==> config.mk <==
export PLATFORM = sky130hd
export DESIGN_NAME = tws_div
export DESIGN_NICKNAME = d
export VERILOG_FILES = /design/src/sv/tws_pkg.sv /design/src/sv/tws_div.sv
export SDC_FILE = /design/constraint.sdc
export NUM_CORES = 1
export LEC_CHECK = 0
export BUFFER_PORTS_ARGS = -buffer_cell sky130_fd_sc_hd__buf_2
export CAP_MARGIN = 10
export CORE_MARGIN = 5
export CORE_UTILIZATION = 63
export CTS_CLUSTER_SIZE = 28
export DETAILED_ROUTE_END_ITERATION = 12
export GPL_ROUTABILITY_DRIVEN = 0
export PLACE_DENSITY = 0.88
export SLEW_MARGIN = 20
export SYNTH_ARGS = -nofsm -noshare
export SYNTH_HDL_FRONTEND = slang
export SYNTH_SLANG_ARGS = --single-unit
==> constraint.sdc <==
create_clock -name clk -period 7.3 [get_ports clk]
set_input_delay 1.825 -clock clk [delete_from_list [all_inputs] [get_ports clk]]
set_output_delay 1.825 -clock clk [all_outputs]
set_load 0.02 [all_outputs]
==> src/sv/tws_pkg.sv <==
// ----------------------------------------------------------------------------
// tws_pkg
// Shared types and constants for the time-weighted sensor
// average block.
// ----------------------------------------------------------------------------
package tws_pkg;

  localparam int NUM_CH          = 9;
  localparam int SAMPLE_BITS_DEF = 16;
  localparam int TIME_BITS_DEF   = 32;
  localparam int ACC_BITS        = 64;
  localparam int TOT_BITS        = 48;
  localparam int OUT_BITS        = 16;
  localparam int TS_BITS         = 32;

  typedef enum logic [1:0] {
    ST_ACCUM,
    ST_DIV,
    ST_OUT
  } tws_state_t;

  // Control from the sequencer to the lanes.
  typedef struct packed {
    logic accum;   // add the weighted previous value
    logic load;    // store the current value as previous
    logic clear;   // return accumulator to zero
  } lane_ctrl_t;

endpackage

==> src/sv/tws_div.sv <==
// ----------------------------------------------------------------------------
// tws_div
// Shared restoring divider: signed 64-bit dividend by unsigned 48-bit
// divisor, one quotient bit per cycle, truncated toward zero.
// ----------------------------------------------------------------------------
module tws_div (
  input  logic                                clk,
  input  logic                                rst_n,
  input  logic                                start,
  input  logic signed [tws_pkg::ACC_BITS-1:0] dividend,
  input  logic [tws_pkg::TOT_BITS-1:0]        divisor,
  output logic                                done,
  output logic signed [tws_pkg::ACC_BITS-1:0] quot
);
  import tws_pkg::*;

  localparam int CW = $clog2(ACC_BITS + 1);

  logic [ACC_BITS-1:0] q_r;
  logic [TOT_BITS:0]   rem_r;
  logic [CW-1:0]       cnt_r;
  logic                busy_r, neg_r, done_r;
  logic [TOT_BITS:0]   shifted;
  logic [TOT_BITS:0]   trial;

  assign shifted = {rem_r[TOT_BITS-1:0], q_r[ACC_BITS-1]};
  assign trial   = shifted - {1'b0, divisor};

  always_ff @(posedge clk) begin
    if (!rst_n) begin
      busy_r <= 1'b0;
      done_r <= 1'b0;
      cnt_r  <= '0;
    end else begin
      done_r <= 1'b0;
      if (start) begin
        busy_r <= 1'b1;
        cnt_r  <= CW'(ACC_BITS);
        neg_r  <= dividend[ACC_BITS-1];
        q_r    <= dividend[ACC_BITS-1] ? ACC_BITS'(-dividend) : dividend;
        rem_r  <= '0;
      end else if (busy_r) begin
        if (trial[TOT_BITS]) begin
          rem_r <= shifted;
          q_r   <= {q_r[ACC_BITS-2:0], 1'b0};
        end else begin
          rem_r <= trial;
          q_r   <= {q_r[ACC_BITS-2:0], 1'b1};
        end
        cnt_r <= cnt_r - CW'(1);
        if (cnt_r == CW'(1)) begin
          busy_r <= 1'b0;
          done_r <= 1'b1;
        end
      end
    end
  end

  assign done = done_r;
  assign quot = neg_r ? -$signed(q_r) : $signed(q_r);
endmodule

# After elaboration in Yosys (flattened, before gate mapping)
# Index checks and enable logic that the tools add are counted.
# Widths: inputs -> output; s select.
[totals]
regBits = 122
input_bits = 115
output_inout_bits = 65
word_cells = 32
[classes]
add_sub_neg = 4
n_eq_ne = 1
n_mux = 13
bitwise_logic = 2
reduce_logical = 5
[ops]
columns = ["cell", "count"]
rows = [
  ["$mux 64", 4],
  ["$neg 64->64", 2],
  ["$mux 48", 2],
  ["$sub 49x48->49", 1],
  ["$mux 7", 2],
  ["$eq 7x1->1 const B", 1],
  ["$sub 7x1->7 const B", 1],
  ["$mux 1", 5],
  ["$reduce_and 2->1", 2],
  ["$reduce_or 3->1", 1],
  ["$not 1->1", 2],
  ["$reduce_bool 2->1", 1],
  ["$reduce_or 2->1", 1],
]

# Longest topological paths before layout
[depth]
word_depth = 4
ltp_mapped = 15
ltp_nobuf = 13

# Worst setup path before layout
# Ideal clock, no wire load.
[synth_timing]
path_kind = "register to output"
startpoint = "reg q_r[14]"
endpoint = "out quot[62] in the netlist's numbering"
t_arrival_ns = 3.516
t_required_ns = 5.475
slack_ns = 1.959
path_stages_with_launch = 10
path_buffers = 0
path_cell_list = "edfxtp_1 -> or4_4 -> or4_4 -> nor4_4 -> nand4_2 -> or3_1 -> or4_4 -> nand2b_4 -> o31ai_2 -> xnor2_1"
[synth_between]
elab_chain_cells = 2
[synth_lines]
columns = ["item", "line", "rtl"]
rows = [
  ["from (decl)", "tws_div.sv:19", "logic [ACC_BITS-1:0] q_r;"],
  ["from (signal assigned)", "tws_div.sv:40", "q_r <= dividend[ACC_BITS-1] ? ACC_BITS'(-dividend) : dividend;"],
  ["from (signal assigned)", "tws_div.sv:45", "q_r <= {q_r[ACC_BITS-2:0], 1'b0};"],
  ["from (signal assigned)", "tws_div.sv:48", "q_r <= {q_r[ACC_BITS-2:0], 1'b1};"],
  ["$neg 64->64", "tws_div.sv:60", "assign quot = neg_r ? -$signed(q_r) : $signed(q_r);"],
  ["$mux 64", "tws_div.sv:60", ""],
  ["to (decl)", "tws_div.sv:13", "output logic signed [tws_pkg::ACC_BITS-1:0] quot"],
]
# No other way between the ends.

# Worst setup path after layout
[layout_timing]
startpoint = "reg q_r[13]"
endpoint = "out quot[58] in the netlist's numbering"
# Same word-level chain as after synthesis.

==> impl_metrics.csv <==
group,metric,value,unit
grt,grt_usage,0.291,
timing,tns,0,ps
synth,synth_largest_area_cell,"edfxtp_1",
synth,synth_seq_area_share,0.326,
timing,rsz0062_at_grt,"false",
timing,finalHoldViolCount,0,
timing,timing.slew.headroom,0.275,
timing,clock-skew-final,11.5,ps
pwr,power.leakage,4.96,nW
synth,synth_cells,1273,
placed_design,buffer_ports.inserted,179,
grt,grt_max_degree,94,
pwr,net-switching-power,0.913,mW
detailed_routing,drt-wirelength-per-cell,18.0,µm
pwr,design_power_total,2.69,mW
synth,dominantRegCellSynth,"edfxtp_1",
synth,yosys_register_bits,122,
finish,antenna_cells_inserted,0,
finish,most_frequent_cells_in_the_layout,"buf_2, a21oi_1, edfxtp_1",
cts,numCtsBuffers,17,
synth,synth_nets,1441,
status,status,"complete, no violations",
cts,clk_root_buffer_cell,"clkbuf_16",
timing,post-route-period-util,0.845,
pwr,clkPwrFrac,0.328,
worst_setup_path,crit_path_end_kind,"primary output",
pwr,comb_power_share,0.335,
pwr,share_seq_of_total_power,0.338,
cts,cts_tree,"built",
die,die_y,142,µm
pwr,power-per-cell-area,214,nW/µm²
synth,asyncSetResetFlopFracSynth,0,
cts,ctsResizeCount,0,
synth,ys_warn_count,0,
worst_setup_path,worst_path_max_delay_cell,"or4_4",
worst_setup_path,ff2ff_setup_slack,3040,ps
die,die-width,142,µm
timing,setup_violations,0,
finish,final_common_cell,"buf_2",
detailed_routing,via_count,10500,
timing,worst_slew_pin_slew,1090,ps
worst_setup_path,timing.critical_path.from_type,"flop",
grt,grt-ovfl-total,0,
pwr,peakVddDrop,0.195,mV
detailed_routing,drt-vias-per-instance,6.35,
worst_setup_path,crit_path_cell_trace,"or4_4 -> or4_4 -> nor4_4 -> nand4_2 -> or3_1 -> or4_4 -> nand2b_4 -> o41ai_4 -> xnor2_1 -> buf_2",
cts,htreeDepth,4,
worst_setup_path,cpPeakStageDelay,570,ps
worst_setup_path,cp.required,5480,ps
grt,antenna_found_initial,0,
grt,grt_first_pass_wirelength,48000,µm
synth,synth.cell_area,10900,µm²
detailed_routing,detailedRoute.firstIterationViolations,858,
placed_design,placed_area,11900,µm²
synth,synth-edff-count,113,
finish,design.final.nets,1579,
die,rows,48,
die,core_area,17200,µm²
pwr,internal_power,1.78,mW
synth,syn-mean-instance-area,8.60,µm²
worst_setup_path,crit_fanout,6,
finish,layout.area.seq,3570,µm²
cts,cts_hold_repair.buffers,0,
finish,multi_input_comb_area,6860,µm²
synth,main_area_contributors_after_synthesis,"edfxtp_1, xnor2_1, a21oi_1",
cts,clock_tree.buffer_depth,2,
die,ioPinCount,180,
finish,final.fill_count,1300,
worst_setup_path,critical_path.most_common_cell,"or4_4",
timing,whs,517,ps
finish,syn2layout_area_growth,14.6,%
flow_run,cap_violations,0,
timing,timing.final.max_slew_violations,0,
synth,distinct_cells_synth,73,
worst_setup_path,worstPathArrival,4340,ps
cts,tritoncts_num_sinks,122,
grt,number_of_global_route_vias_before_repair,10000,
timing,fin_crit,6170,ps
synth,synth.top_cell.area_share,0.310,
die,floorplan.initialDensity,0.637,
worst_hold_path,hold_path_class,"flop to flop",
cts,postCtsSetupRepairBufs,0,
cts,clkTransAtPathRegs,60,ps
detailed_routing,drtAntennaViolNets,0,
placed_design,dp_hpwl,21300,µm
worst_setup_path,critPathKind,"flop to primary output",
finish,post-route-cell-area,12500,µm²
die,total_die_area,20100,µm²
timing,maxClockFrequency,162,MHz
finish,drive_gt1_frac,0.195,
pwr,power.share.switching,0.340,
cts,later_pin_clock_latency_in_the_skew_report,420,ps
detailed_routing,detail_route.wirelength,29600,µm
detailed_routing,first_pass_iters,5,
detailed_routing,drt_drc_violations_left,0,
## worst max-delay path, delay by kind of cell (launching register included)
kind	cells	cell delay, ps
DFF	1	450
xor gates and xnor gates	1	170
and+or+nand+nor	7	2870
buffers and inverters	1	200
AOI/OAI and AO/OA	1	230
## routing by layer
metal	routed length (µm)	track usage	share of wire	vias up
met5	0	0	0	-
li1	-	-	-	4996
met1	12000	0.376	0.41	4863
met3	2600	0.0593	0.088	70
met4	749	0.0975	0.025	0
met2	14200	0.488	0.48	539
## per-stage QoR
step	util	cells	setup WS (ps)
2_1_floorplan	-	1273	1960
3_3_place_gp	0.695	1617	1700
3_5_place_dp	0.695	1617	1610
4_1_cts	0.730	1649	1130
5_1_grt	0.730	1649	873
6_report	0.730	1649	1130
## power by group through the flow
stage	Sequential [mW]	Combinational [mW]	Clock, mW
after floorplan	0.906	0.655	0
after global placement	0.916	0.863	0
after detailed placement	0.919	0.881	0
after CTS	0.906	0.890	0.882
after global routing	0.915	0.986	0.923
final	0.908	0.900	0.881
## cells by family after synthesis
group | synth area share
XOR/XNOR | 0.134
buffers and inverters | 0.0485
adder cells (fa/ha/maj) | 0.0613
AO/OA/AOI/OAI | 0.231
multiplexers | 0.0193
flip-flops | 0.326
AND/OR/NAND/NOR | 0.179
## state kept, by name (all words and copies together) (netlist names)
name and count:
busy_r 1, neg_r 1, q_r 64, cnt_r 7
rem_r 48, done 1
## final cells by class
type / instances / share of cell area
multi-input combinational: 1011 / 0.546
sequential: 122 / 0.285
timing repair buffer: 187 / 0.0764
clock buffer: 17 / 0.0339
tap: 225 / 0.0224
inverter: 72 / 0.0215
clock inverter: 15 / 0.0144
## cell usage after synthesis (3+ instances only)
cell        n
and2_1      5
inv_1      71
a21o_1     19
ha_1       52
and3_1      5
a21oi_1   131
o31ai_1    38
nand4_1    14
nand2b_1   14
a31o_2     18
nand3_1    39
dfxtp_1     9
buf_1       3
xnor2_1   109
a211oi_1    5
and4_1      3
edfxtp_1  113
or4_1      16
a21boi_0    6
or2_2       6
nor2b_1     7
nor3_1     15
o21a_1     10
or4_4       3
mux2_2     17
o21ai_0    97
a31oi_1     6
o211ai_1   12
nand2_1    94
o221ai_1    3
o41ai_1    20
or3_1      27
o21bai_1    5
nor4_1     23
clkbuf_1   63
nor2_1     89
nor4_4      3
xor2_1     59
## worst paths after layout
path | to | startpoint | cells after the start
max | quot[58] | q_r[13] | 10
min reg2reg | cnt_r[1] | cnt_r[1] | 2
min | cnt_r[1] | cnt_r[1] | 2
max reg2reg | rem_r[25] | q_r[63] | 14
(Power assumes the default switching activity.)
