[config.mk]
export PLATFORM = sky130hd
export DESIGN_NAME = tws_lane
export DESIGN_NICKNAME = d
export VERILOG_FILES = /design/src/sv/tws_pkg.sv /design/src/sv/tws_lane.sv
export SDC_FILE = /design/constraint.sdc
export NUM_CORES = 2
export LEC_CHECK = 0
export BUFFER_PORTS_ARGS = -buffer_cell sky130_fd_sc_hd__buf_2
export CAP_MARGIN = 20
export CORE_AREA = 2 2 247 249
export CTS_CLUSTER_DIAMETER = 30
export CTS_CLUSTER_SIZE = 14
export DETAILED_ROUTE_END_ITERATION = 16
export DIE_AREA = 0 0 249 251
export PLACE_DENSITY = 0.57
export SLEW_MARGIN = 20
export SYNTH_ARGS = -nofsm -noshare
export SYNTH_HDL_FRONTEND = slang
export SYNTH_SLANG_ARGS = --single-unit
[constraint.sdc]
create_clock -name clk -period 19.5 [get_ports clk]
set_input_delay 3.9 -clock clk [delete_from_list [all_inputs] [get_ports clk]]
set_output_delay 3.9 -clock clk [all_outputs]
set_load 0.01 [all_outputs]
[src/sv/tws_pkg.sv]
// ----------------------------------------------------------------------------
// tws_pkg
// Shared types and constants for the time-weighted sensor
// average block.
// ----------------------------------------------------------------------------
package tws_pkg;

  localparam int NUM_CH          = 9;
  localparam int SAMPLE_BITS_DEF = 16;
  localparam int TIME_BITS_DEF   = 32;
  localparam int ACC_BITS        = 64;
  localparam int TOT_BITS        = 48;
  localparam int OUT_BITS        = 16;
  localparam int TS_BITS         = 32;

  typedef enum logic [1:0] {
    ST_ACCUM,
    ST_DIV,
    ST_OUT
  } tws_state_t;

  // Control from the sequencer to the lanes.
  typedef struct packed {
    logic accum;   // add the weighted previous value
    logic load;    // store the current value as previous
    logic clear;   // return accumulator to zero
  } lane_ctrl_t;

endpackage

[src/sv/tws_lane.sv]
// ----------------------------------------------------------------------------
// tws_lane
// One channel: previous value, saturating multiply-accumulate by elapsed time.
// ----------------------------------------------------------------------------
module tws_lane #(
  parameter int SAMPLE_BITS = tws_pkg::SAMPLE_BITS_DEF,
  parameter int TIME_BITS   = tws_pkg::TIME_BITS_DEF
) (
  input  logic                             clk,
  input  logic                             rst_n,
  input  tws_pkg::lane_ctrl_t              ctrl,
  input  logic [tws_pkg::OUT_BITS-1:0]     cur_raw,
  input  logic [TIME_BITS-1:0]             dt,
  output logic signed [tws_pkg::ACC_BITS-1:0] acc
);
  import tws_pkg::*;

  localparam int PW = SAMPLE_BITS + TIME_BITS + 1;

  logic signed [SAMPLE_BITS-1:0] prev_r;
  logic signed [ACC_BITS-1:0]    acc_r, acc_nxt;
  logic signed [PW-1:0]          prod;
  logic signed [ACC_BITS-1:0]    prod_sat;
  logic signed [ACC_BITS:0]      sum;
  logic signed [SAMPLE_BITS-1:0] cur_s;

  // Input field is 16 bits; truncate it to SAMPLE_BITS, or sign-extend it when SAMPLE_BITS is wider.
  always_comb begin
    if (SAMPLE_BITS <= OUT_BITS)
      cur_s = SAMPLE_BITS'(cur_raw);
    else
      cur_s = SAMPLE_BITS'($signed(cur_raw));
  end

  assign prod = PW'(prev_r) * $signed({1'b0, dt});

  // Products fit within 64 bits for the default widths; wider ones saturate.
  always_comb begin
    if (PW <= ACC_BITS)
      prod_sat = ACC_BITS'(prod);
    else if (prod > PW'({1'b0, {(ACC_BITS-1){1'b1}}}))
      prod_sat = {1'b0, {(ACC_BITS-1){1'b1}}};
    else if (prod < -PW'({1'b0, {(ACC_BITS-1){1'b1}}}) - PW'(1))
      prod_sat = {1'b1, {(ACC_BITS-1){1'b0}}};
    else
      prod_sat = ACC_BITS'(prod);
  end

  assign sum = (ACC_BITS+1)'(acc_r) + (ACC_BITS+1)'(prod_sat);

  always_comb begin
    acc_nxt = acc_r;
    if (ctrl.clear)
      acc_nxt = '0;
    else if (ctrl.accum) begin
      if (sum[ACC_BITS] != sum[ACC_BITS-1])
        acc_nxt = sum[ACC_BITS] ? {1'b1, {(ACC_BITS-1){1'b0}}}
                                : {1'b0, {(ACC_BITS-1){1'b1}}};
      else
        acc_nxt = sum[ACC_BITS-1:0];
    end
  end

  always_ff @(posedge clk) begin
    if (!rst_n) begin
      acc_r  <= '0;
      prev_r <= '0;
    end else begin
      acc_r <= acc_nxt;
      if (ctrl.load) prev_r <= cur_s;
    end
  end

  assign acc = acc_r;
endmodule

## Word-level counts from Yosys, hierarchy flattened

Index checks and enable logic that the tools add are counted.

- Flip-flop bits (word level): 80
- Latch bits: 0
- RAM bits: 0
- Memory bits (read-only): 0
- Bits of input ports: 53
- Output and inout bits: 64
- Logic and storage cells: 9
- Memories: 0

- Add/subtract/negate cells: 1
- Multiply operators: 1
- Divide/modulo/power cells: 0
- $lt $le $gt $ge: 0
- Equality and inequality tests: 1
- Shifts and indexed selects: 0
- Mux-type cells: 2
- Bitwise logic cells: 1
- Reductions and logical operators: 1

Operators by type and width:

| operator | count |
|---|---|
| 64-bit two-way mux | 2 |
| 64-bit by 49-bit adder with 65-bit output | 1 |
| 16-bit by 33-bit multiplier with 49-bit output | 1 |
| 2-bit OR reduction | 1 |
| 1-bit inequality test | 1 |
| 1-bit inverter | 1 |

## Longest topological paths before layout

- Word-level depth: 4
- Mapped depth: 27
- Mapped depth without buffers: 24

## Worst setup path after synthesis

No wires, ideal clock.

- Kind: input to register
- From: in dt[16]
- To: reg acc_r[57] (netlist: acc[57])
- Setup time: 0.066 ns
- Data arrival time: 10.071 ns
- Required time: 19.434 ns
- Slack: 9.363 ns
- Stages: 27
- Path through: clkbuf_1 -> nand2_1 -> fa_1 -> inv_1 -> fa_1 -> inv_1 -> fa_1 -> inv_1 -> fa_1 -> fa_1 -> inv_1 -> fa_1 -> inv_1 -> ha_1 -> buf_2 -> and3_1 -> and2_1 -> a22oi_2 -> a211oi_1 -> a31o_1 -> or2_4 -> a31o_1 -> xor2_1 -> buf_6 -> buf_6 -> a2111oi_2 -> nand3b_1

- Longest elaborated chain between the ends: 4
- Elaborated cells between the ends (all ways): 5

RTL lines:

| element | line | RTL |
|---|---|---|
| start: declaration | tws_lane.sv:13 | `input logic [TIME_BITS-1:0] dt,` |
| 16-bit by 33-bit multiplier with 49-bit output (*) | tws_lane.sv:35 | `assign prod = PW'(prev_r) * $signed({1'b0, dt});` |
| 64-bit by 49-bit adder with 65-bit output (*) | tws_lane.sv:49 | `assign sum = (ACC_BITS+1)'(acc_r) + (ACC_BITS+1)'(prod_sat);` |
| 64-bit two-way mux or 1-bit inequality test (tied branches) | tws_lane.sv:57, tws_lane.sv:56 |  |
| 64-bit two-way mux (*) | tws_lane.sv:56 | `if (sum[ACC_BITS] != sum[ACC_BITS-1])` |
| end signal: assignment | tws_lane.sv:69 | `acc_r <= acc_nxt;` |
| end: declaration | tws_lane.sv:21 | `logic signed [ACC_BITS-1:0] acc_r, acc_nxt;` |

Mark *: on every way between the ends. The rest lies on a longest branch, timed or not.
A chain may end at the register's enable or synchronous reset.

## Worst setup path after layout

- From: in dt[19]
- To: reg acc_r[35] (netlist: acc[35])

The elaborated chain is that of the path after synthesis.

==> report_table.html <==
<table>
<tr><th>Metric</th><th>Value</th></tr>
<tr><th colspan="2">Timing</th></tr>
<tr><td>Remaining max-slew budget at the tightest pin</td><td>34.5%</td></tr>
<tr><td>Final Slew Violations</td><td>0</td></tr>
<tr><td>Total negative setup slack</td><td>0 ps</td></tr>
<tr><td>Final Cycle Share</td><td>57.9%</td></tr>
<tr><td>Worst clock skew</td><td>15.7 ps</td></tr>
<tr><td>Final critical delay including setup and external delays</td><td>11280 ps</td></tr>
<tr><td>Slew of the pin with the lowest slew margin</td><td>979 ps</td></tr>
<tr><td>Unrepaired setup endpoints after global routing</td><td>no</td></tr>
<tr><td>Max frequency</td><td>0.0886 GHz</td></tr>
<tr><td>Final setup violation count</td><td>0</td></tr>
<tr><td>Hold Vio Cnt, Final</td><td>0</td></tr>
<tr><th colspan="2">Floorplanning</th></tr>
<tr><td>Ports placed on the boundary</td><td>117</td></tr>
<tr><td>Cell Rows</td><td>90</td></tr>
<tr><td>Width of the die</td><td>249 um</td></tr>
<tr><td>Die Span Y</td><td>251 um</td></tr>
<tr><td>Core region area</td><td>59800 um^2</td></tr>
<tr><td>DIE AREA</td><td>62500 um^2</td></tr>
<tr><td>Effective utilization at floorplan</td><td>38.6%</td></tr>
<tr><th colspan="2">Finish</th></tr>
<tr><td>Commonest cells after routing, fill and taps aside</td><td>sky130_fd_sc_hd__inv_1, sky130_fd_sc_hd__fa_1, sky130_fd_sc_hd__nand2_1</td></tr>
<tr><td>Count of nets after finishing</td><td>3433</td></tr>
<tr><td>Fill count</td><td>6023</td></tr>
<tr><td>Combined area of the multi-input logic cells</td><td>18600 um^2</td></tr>
<tr><td>Leading cell type in the layout, fill and taps excluded</td><td>sky130_fd_sc_hd__inv_1</td></tr>
<tr><td>Seq. cell area</td><td>1600 um^2</td></tr>
<tr><td>Growth of design area from synthesis to finish</td><td>6.53%</td></tr>
<tr><td>Share of layout cells above drive strength 1</td><td>7.16%</td></tr>
<tr><th colspan="2">Routing</th></tr>
<tr><td>First-pass iteration count of the detailed router</td><td>7</td></tr>
<tr><td>Initial detailed-routing violation count</td><td>998</td></tr>
<tr><td>Routed len/inst</td><td>18.3 um</td></tr>
<tr><td>Vias after detailed routing</td><td>18045</td></tr>
<tr><td>DR vias/cell</td><td>5.15</td></tr>
<tr><td>Routed Antenna Nets</td><td>0</td></tr>
<tr><td>Total wirelength of the detailed-routed design</td><td>64100 um</td></tr>
<tr><td>Remaining DRCs</td><td>0</td></tr>
<tr><th colspan="2">Worst setup path</th></tr>
<tr><td>Category of cells accounting for the largest share of critical-path delay</td><td>adder cells</td></tr>
<tr><td>Data arrival time at the worst-slack endpoint</td><td>11510 ps</td></tr>
<tr><td>Startpoint kind of the worst setup timing path</td><td>primary input</td></tr>
<tr><td>Longest individual stage delay on the worst path</td><td>760 ps</td></tr>
<tr><td>Crit path top cell by count</td><td>sky130_fd_sc_hd__fa_1</td></tr>
<tr><td>Maximum fanout along the worst path</td><td>29</td></tr>
<tr><td>Critical path endpoint category</td><td>flip-flop</td></tr>
<tr><td>Number of buffer and inverter stages on the critical path</td><td>7</td></tr>
<tr><td>Cell with the largest stage delay on the worst path</td><td>sky130_fd_sc_hd__xor2_4</td></tr>
<tr><td>Start-to-end type of the worst setup path</td><td>primary input to flip-flop</td></tr>
<tr><td>Critical path required time</td><td>19720 ps</td></tr>
<tr><th colspan="2">GRT</th></tr>
<tr><td>Remaining global-route overflow</td><td>0</td></tr>
<tr><td>Maximum number of pins on one net before global-route repair</td><td>77</td></tr>
<tr><td>Gr usage total</td><td>21.2%</td></tr>
<tr><td>First-pass GRT wire length</td><td>105000 um</td></tr>
<tr><td>Antenna violations before repair</td><td>3</td></tr>
<tr><td>Number of global-route vias before repair</td><td>19652</td></tr>
<tr><th colspan="2">Synth</th></tr>
<tr><td>FF+latch count, synth</td><td>80</td></tr>
<tr><td>Area leader, netlist</td><td>sky130_fd_sc_hd__fa_1</td></tr>
<tr><td>Proportion of register bits with asynchronous set or reset after synthesis</td><td>0%</td></tr>
<tr><td>Post-synthesis area per instance</td><td>8.53 um^2</td></tr>
<tr><td>Most common flop cell mapped by yosys</td><td>sky130_fd_sc_hd__dfxtp_1</td></tr>
<tr><td>Post-Synthesis Cells</td><td>2704</td></tr>
<tr><td>Top cells by area, synth</td><td>sky130_fd_sc_hd__fa_1, sky130_fd_sc_hd__ha_1, sky130_fd_sc_hd__inv_1</td></tr>
<tr><td>Sequential cell area fraction in the yosys report</td><td>6.94%</td></tr>
<tr><td>Area share of the largest cell type after synthesis</td><td>40.6%</td></tr>
<tr><td>Unique cell type count in the Yosys netlist</td><td>65</td></tr>
<tr><td>Synth Net Count</td><td>3420</td></tr>
<tr><td>Mapped cell area</td><td>23100 um^2</td></tr>
<tr><td>Synthesis Warnings</td><td>0</td></tr>
<tr><td>Number of synthesized flops with an enable pin</td><td>0</td></tr>
<tr><th colspan="2">CTS</th></tr>
<tr><td>Largest buffer count on any clock path</td><td>2</td></tr>
<tr><td>Inserted Clock Buffers</td><td>9</td></tr>
<tr><td>Reg clk slew, reported paths</td><td>70 ps</td></tr>
<tr><td>CTS tree</td><td>done</td></tr>
<tr><td>Clock Sink Count</td><td>80</td></tr>
<tr><td>Clock insertion delay at the later pin of the skew report</td><td>360 ps</td></tr>
<tr><td>H-tree levels</td><td>3</td></tr>
<tr><td>Number of buffers added for setup after CTS</td><td>0</td></tr>
<tr><td>Count of hold buffers inserted by post-cts repair</td><td>0</td></tr>
<tr><td>CTS Root Buffer Type</td><td>sky130_fd_sc_hd__clkbuf_16</td></tr>
<tr><td>Post-CTS Resized</td><td>0</td></tr>
<tr><th colspan="2">Power and ir drop</th></tr>
<tr><td>Leak pwr</td><td>0.0128 uW</td></tr>
<tr><td>Max VDD drop</td><td>0.0000912 V</td></tr>
<tr><td>Total Power Consumption</td><td>2620 uW</td></tr>
<tr><td>Power per Cell Area</td><td>106 nW/um^2</td></tr>
<tr><th colspan="2">Place</th></tr>
<tr><td>Half-perimeter wire length of the detailed placement result</td><td>52600 um</td></tr>
<tr><td>Port-buffer cells</td><td>116</td></tr>
<tr><td>Final weighted congestion of routability-driven global placement</td><td>0.894</td></tr>
<tr><th colspan="2">Job</th></tr>
<tr><td>Reported max-cap violation count</td><td>0</td></tr>
<tr><th colspan="2">Outcome</th></tr>
<tr><td>Result of the run</td><td>finished clean</td></tr>
<tr><th colspan="2">Hold path</th></tr>
<tr><td>Path type of the worst min-delay path</td><td>flip-flop to flip-flop</td></tr>
</table>
[synthesized netlist by cell type, types with 3 or more instances]
cell                        count
sky130_fd_sc_hd__a2111oi_0      3
sky130_fd_sc_hd__a211oi_1       3
sky130_fd_sc_hd__a21boi_0       5
sky130_fd_sc_hd__a21o_1        28
sky130_fd_sc_hd__a21oi_1      140
sky130_fd_sc_hd__a22o_1         3
sky130_fd_sc_hd__a31o_1         3
sky130_fd_sc_hd__a31oi_1        9
sky130_fd_sc_hd__and2_1       172
sky130_fd_sc_hd__and3_1         9
sky130_fd_sc_hd__buf_2          8
sky130_fd_sc_hd__buf_6          4
sky130_fd_sc_hd__clkbuf_1     121
sky130_fd_sc_hd__dfxtp_1       80
sky130_fd_sc_hd__fa_1         468
sky130_fd_sc_hd__ha_1         195
sky130_fd_sc_hd__inv_1        613
sky130_fd_sc_hd__maj3_1        26
sky130_fd_sc_hd__maj3_2        28
sky130_fd_sc_hd__mux2i_1       17
sky130_fd_sc_hd__nand2_1      375
sky130_fd_sc_hd__nand2b_1      17
sky130_fd_sc_hd__nand3_1       15
sky130_fd_sc_hd__nand3b_1       7
sky130_fd_sc_hd__nand4_1       20
sky130_fd_sc_hd__nor2_1        59
sky130_fd_sc_hd__nor2b_1       21
sky130_fd_sc_hd__nor3_1        15
sky130_fd_sc_hd__nor4_1         3
sky130_fd_sc_hd__o2111ai_1      5
sky130_fd_sc_hd__o211ai_1       3
sky130_fd_sc_hd__o21a_1         7
sky130_fd_sc_hd__o21ai_0      109
sky130_fd_sc_hd__o21bai_1      15
sky130_fd_sc_hd__o311ai_0       3
sky130_fd_sc_hd__or3_1          7
sky130_fd_sc_hd__xnor2_1       28
sky130_fd_sc_hd__xor2_1        24
[where the power goes]
| group | internal (uW) | switching (uW) | total (uW) |
|---|---|---|---|
| logic | 899 | 1320 | 2220 |
| registers | 185 | 34.5 | 219 |
| clock network | 90.4 | 86.7 | 177 |
[kinds of logic (layout without fill, tap and decap cells)]
group	Yosys count	count (layout)	synth area share, %
buf+inv	749	767	12.4
flops	80	80	6.94
compound gates	363	363	9.38
simple gates	726	726	14.9
other cells	0	1	0
xor+xnor	52	52	1.97
mux	17	17	0.738
fa+ha+maj	717	717	53.7
[path summary, 6_finish.rpt]
kind                             endpoint  startpoint  slack (ps)  depth (start not counted)
worst min-delay path            prev_r[6]   prev_r[6]         520                          2
worst min register to register  prev_r[6]   prev_r[6]         520                          2
worst max-delay path              acc[35]      dt[19]        8220                         25
worst max register to register    acc[35]  prev_r[15]       11230                         22
[layer usage]
metal | GRT usage (%) | wire (um)
met5 | 0 | 0
met4 | 5.45 | 1300
met3 | 3.38 | 3640
met2 | 37.0 | 31900
met1 | 27.5 | 27300
[worst register-to-register path, stage by stage, from the launching register on]
cell	delay, ps
sky130_fd_sc_hd__dfxtp_1	360
sky130_fd_sc_hd__clkinv_2	530
sky130_fd_sc_hd__nor2_1	360
sky130_fd_sc_hd__fa_1	480
sky130_fd_sc_hd__fa_1	470
sky130_fd_sc_hd__fa_1	570
sky130_fd_sc_hd__fa_1	440
sky130_fd_sc_hd__fa_1	510
sky130_fd_sc_hd__inv_1	50
sky130_fd_sc_hd__fa_1	490
sky130_fd_sc_hd__inv_1	50
sky130_fd_sc_hd__ha_1	410
sky130_fd_sc_hd__nand4_1	250
sky130_fd_sc_hd__o31ai_1	350
sky130_fd_sc_hd__a22oi_2	140
sky130_fd_sc_hd__a211oi_1	380
sky130_fd_sc_hd__a31o_1	250
sky130_fd_sc_hd__or2_4	150
sky130_fd_sc_hd__a31o_1	280
sky130_fd_sc_hd__xor2_4	760
sky130_fd_sc_hd__buf_4	510
sky130_fd_sc_hd__maj3_2	300
sky130_fd_sc_hd__a21oi_1	70
[area by class of cell]
cell class	instances	share of cell area, %
timing repair buffer	137	3.01
tap	782	3.98
multi-input combinational	1875	75.9
inverter	614	9.38
clock buffer	9	0.916
clock inverter	7	0.285
sequential	80	6.53
antenna	1	0.0102
[state kept, by name, indices dropped and copies added, names as in the netlist]
register / flops
acc: 64
prev_r: 16
[through the flow]
step	cell area, um^2	worst slack, ps	cells	hold slack, ps	util, %
2_1_floorplan	23100	9360	2704	520	-
3_3_place_gp	24300	8060	3488	504	40.6
3_5_place_dp	24300	7920	3488	512	40.6
4_1_cts	24600	8240	3504	529	41.1
5_1_grt	24600	7810	3504	556	41.1
6_report	24600	8220	3505	522	41.1
Note: power is estimated with default switching activity, not from simulation.
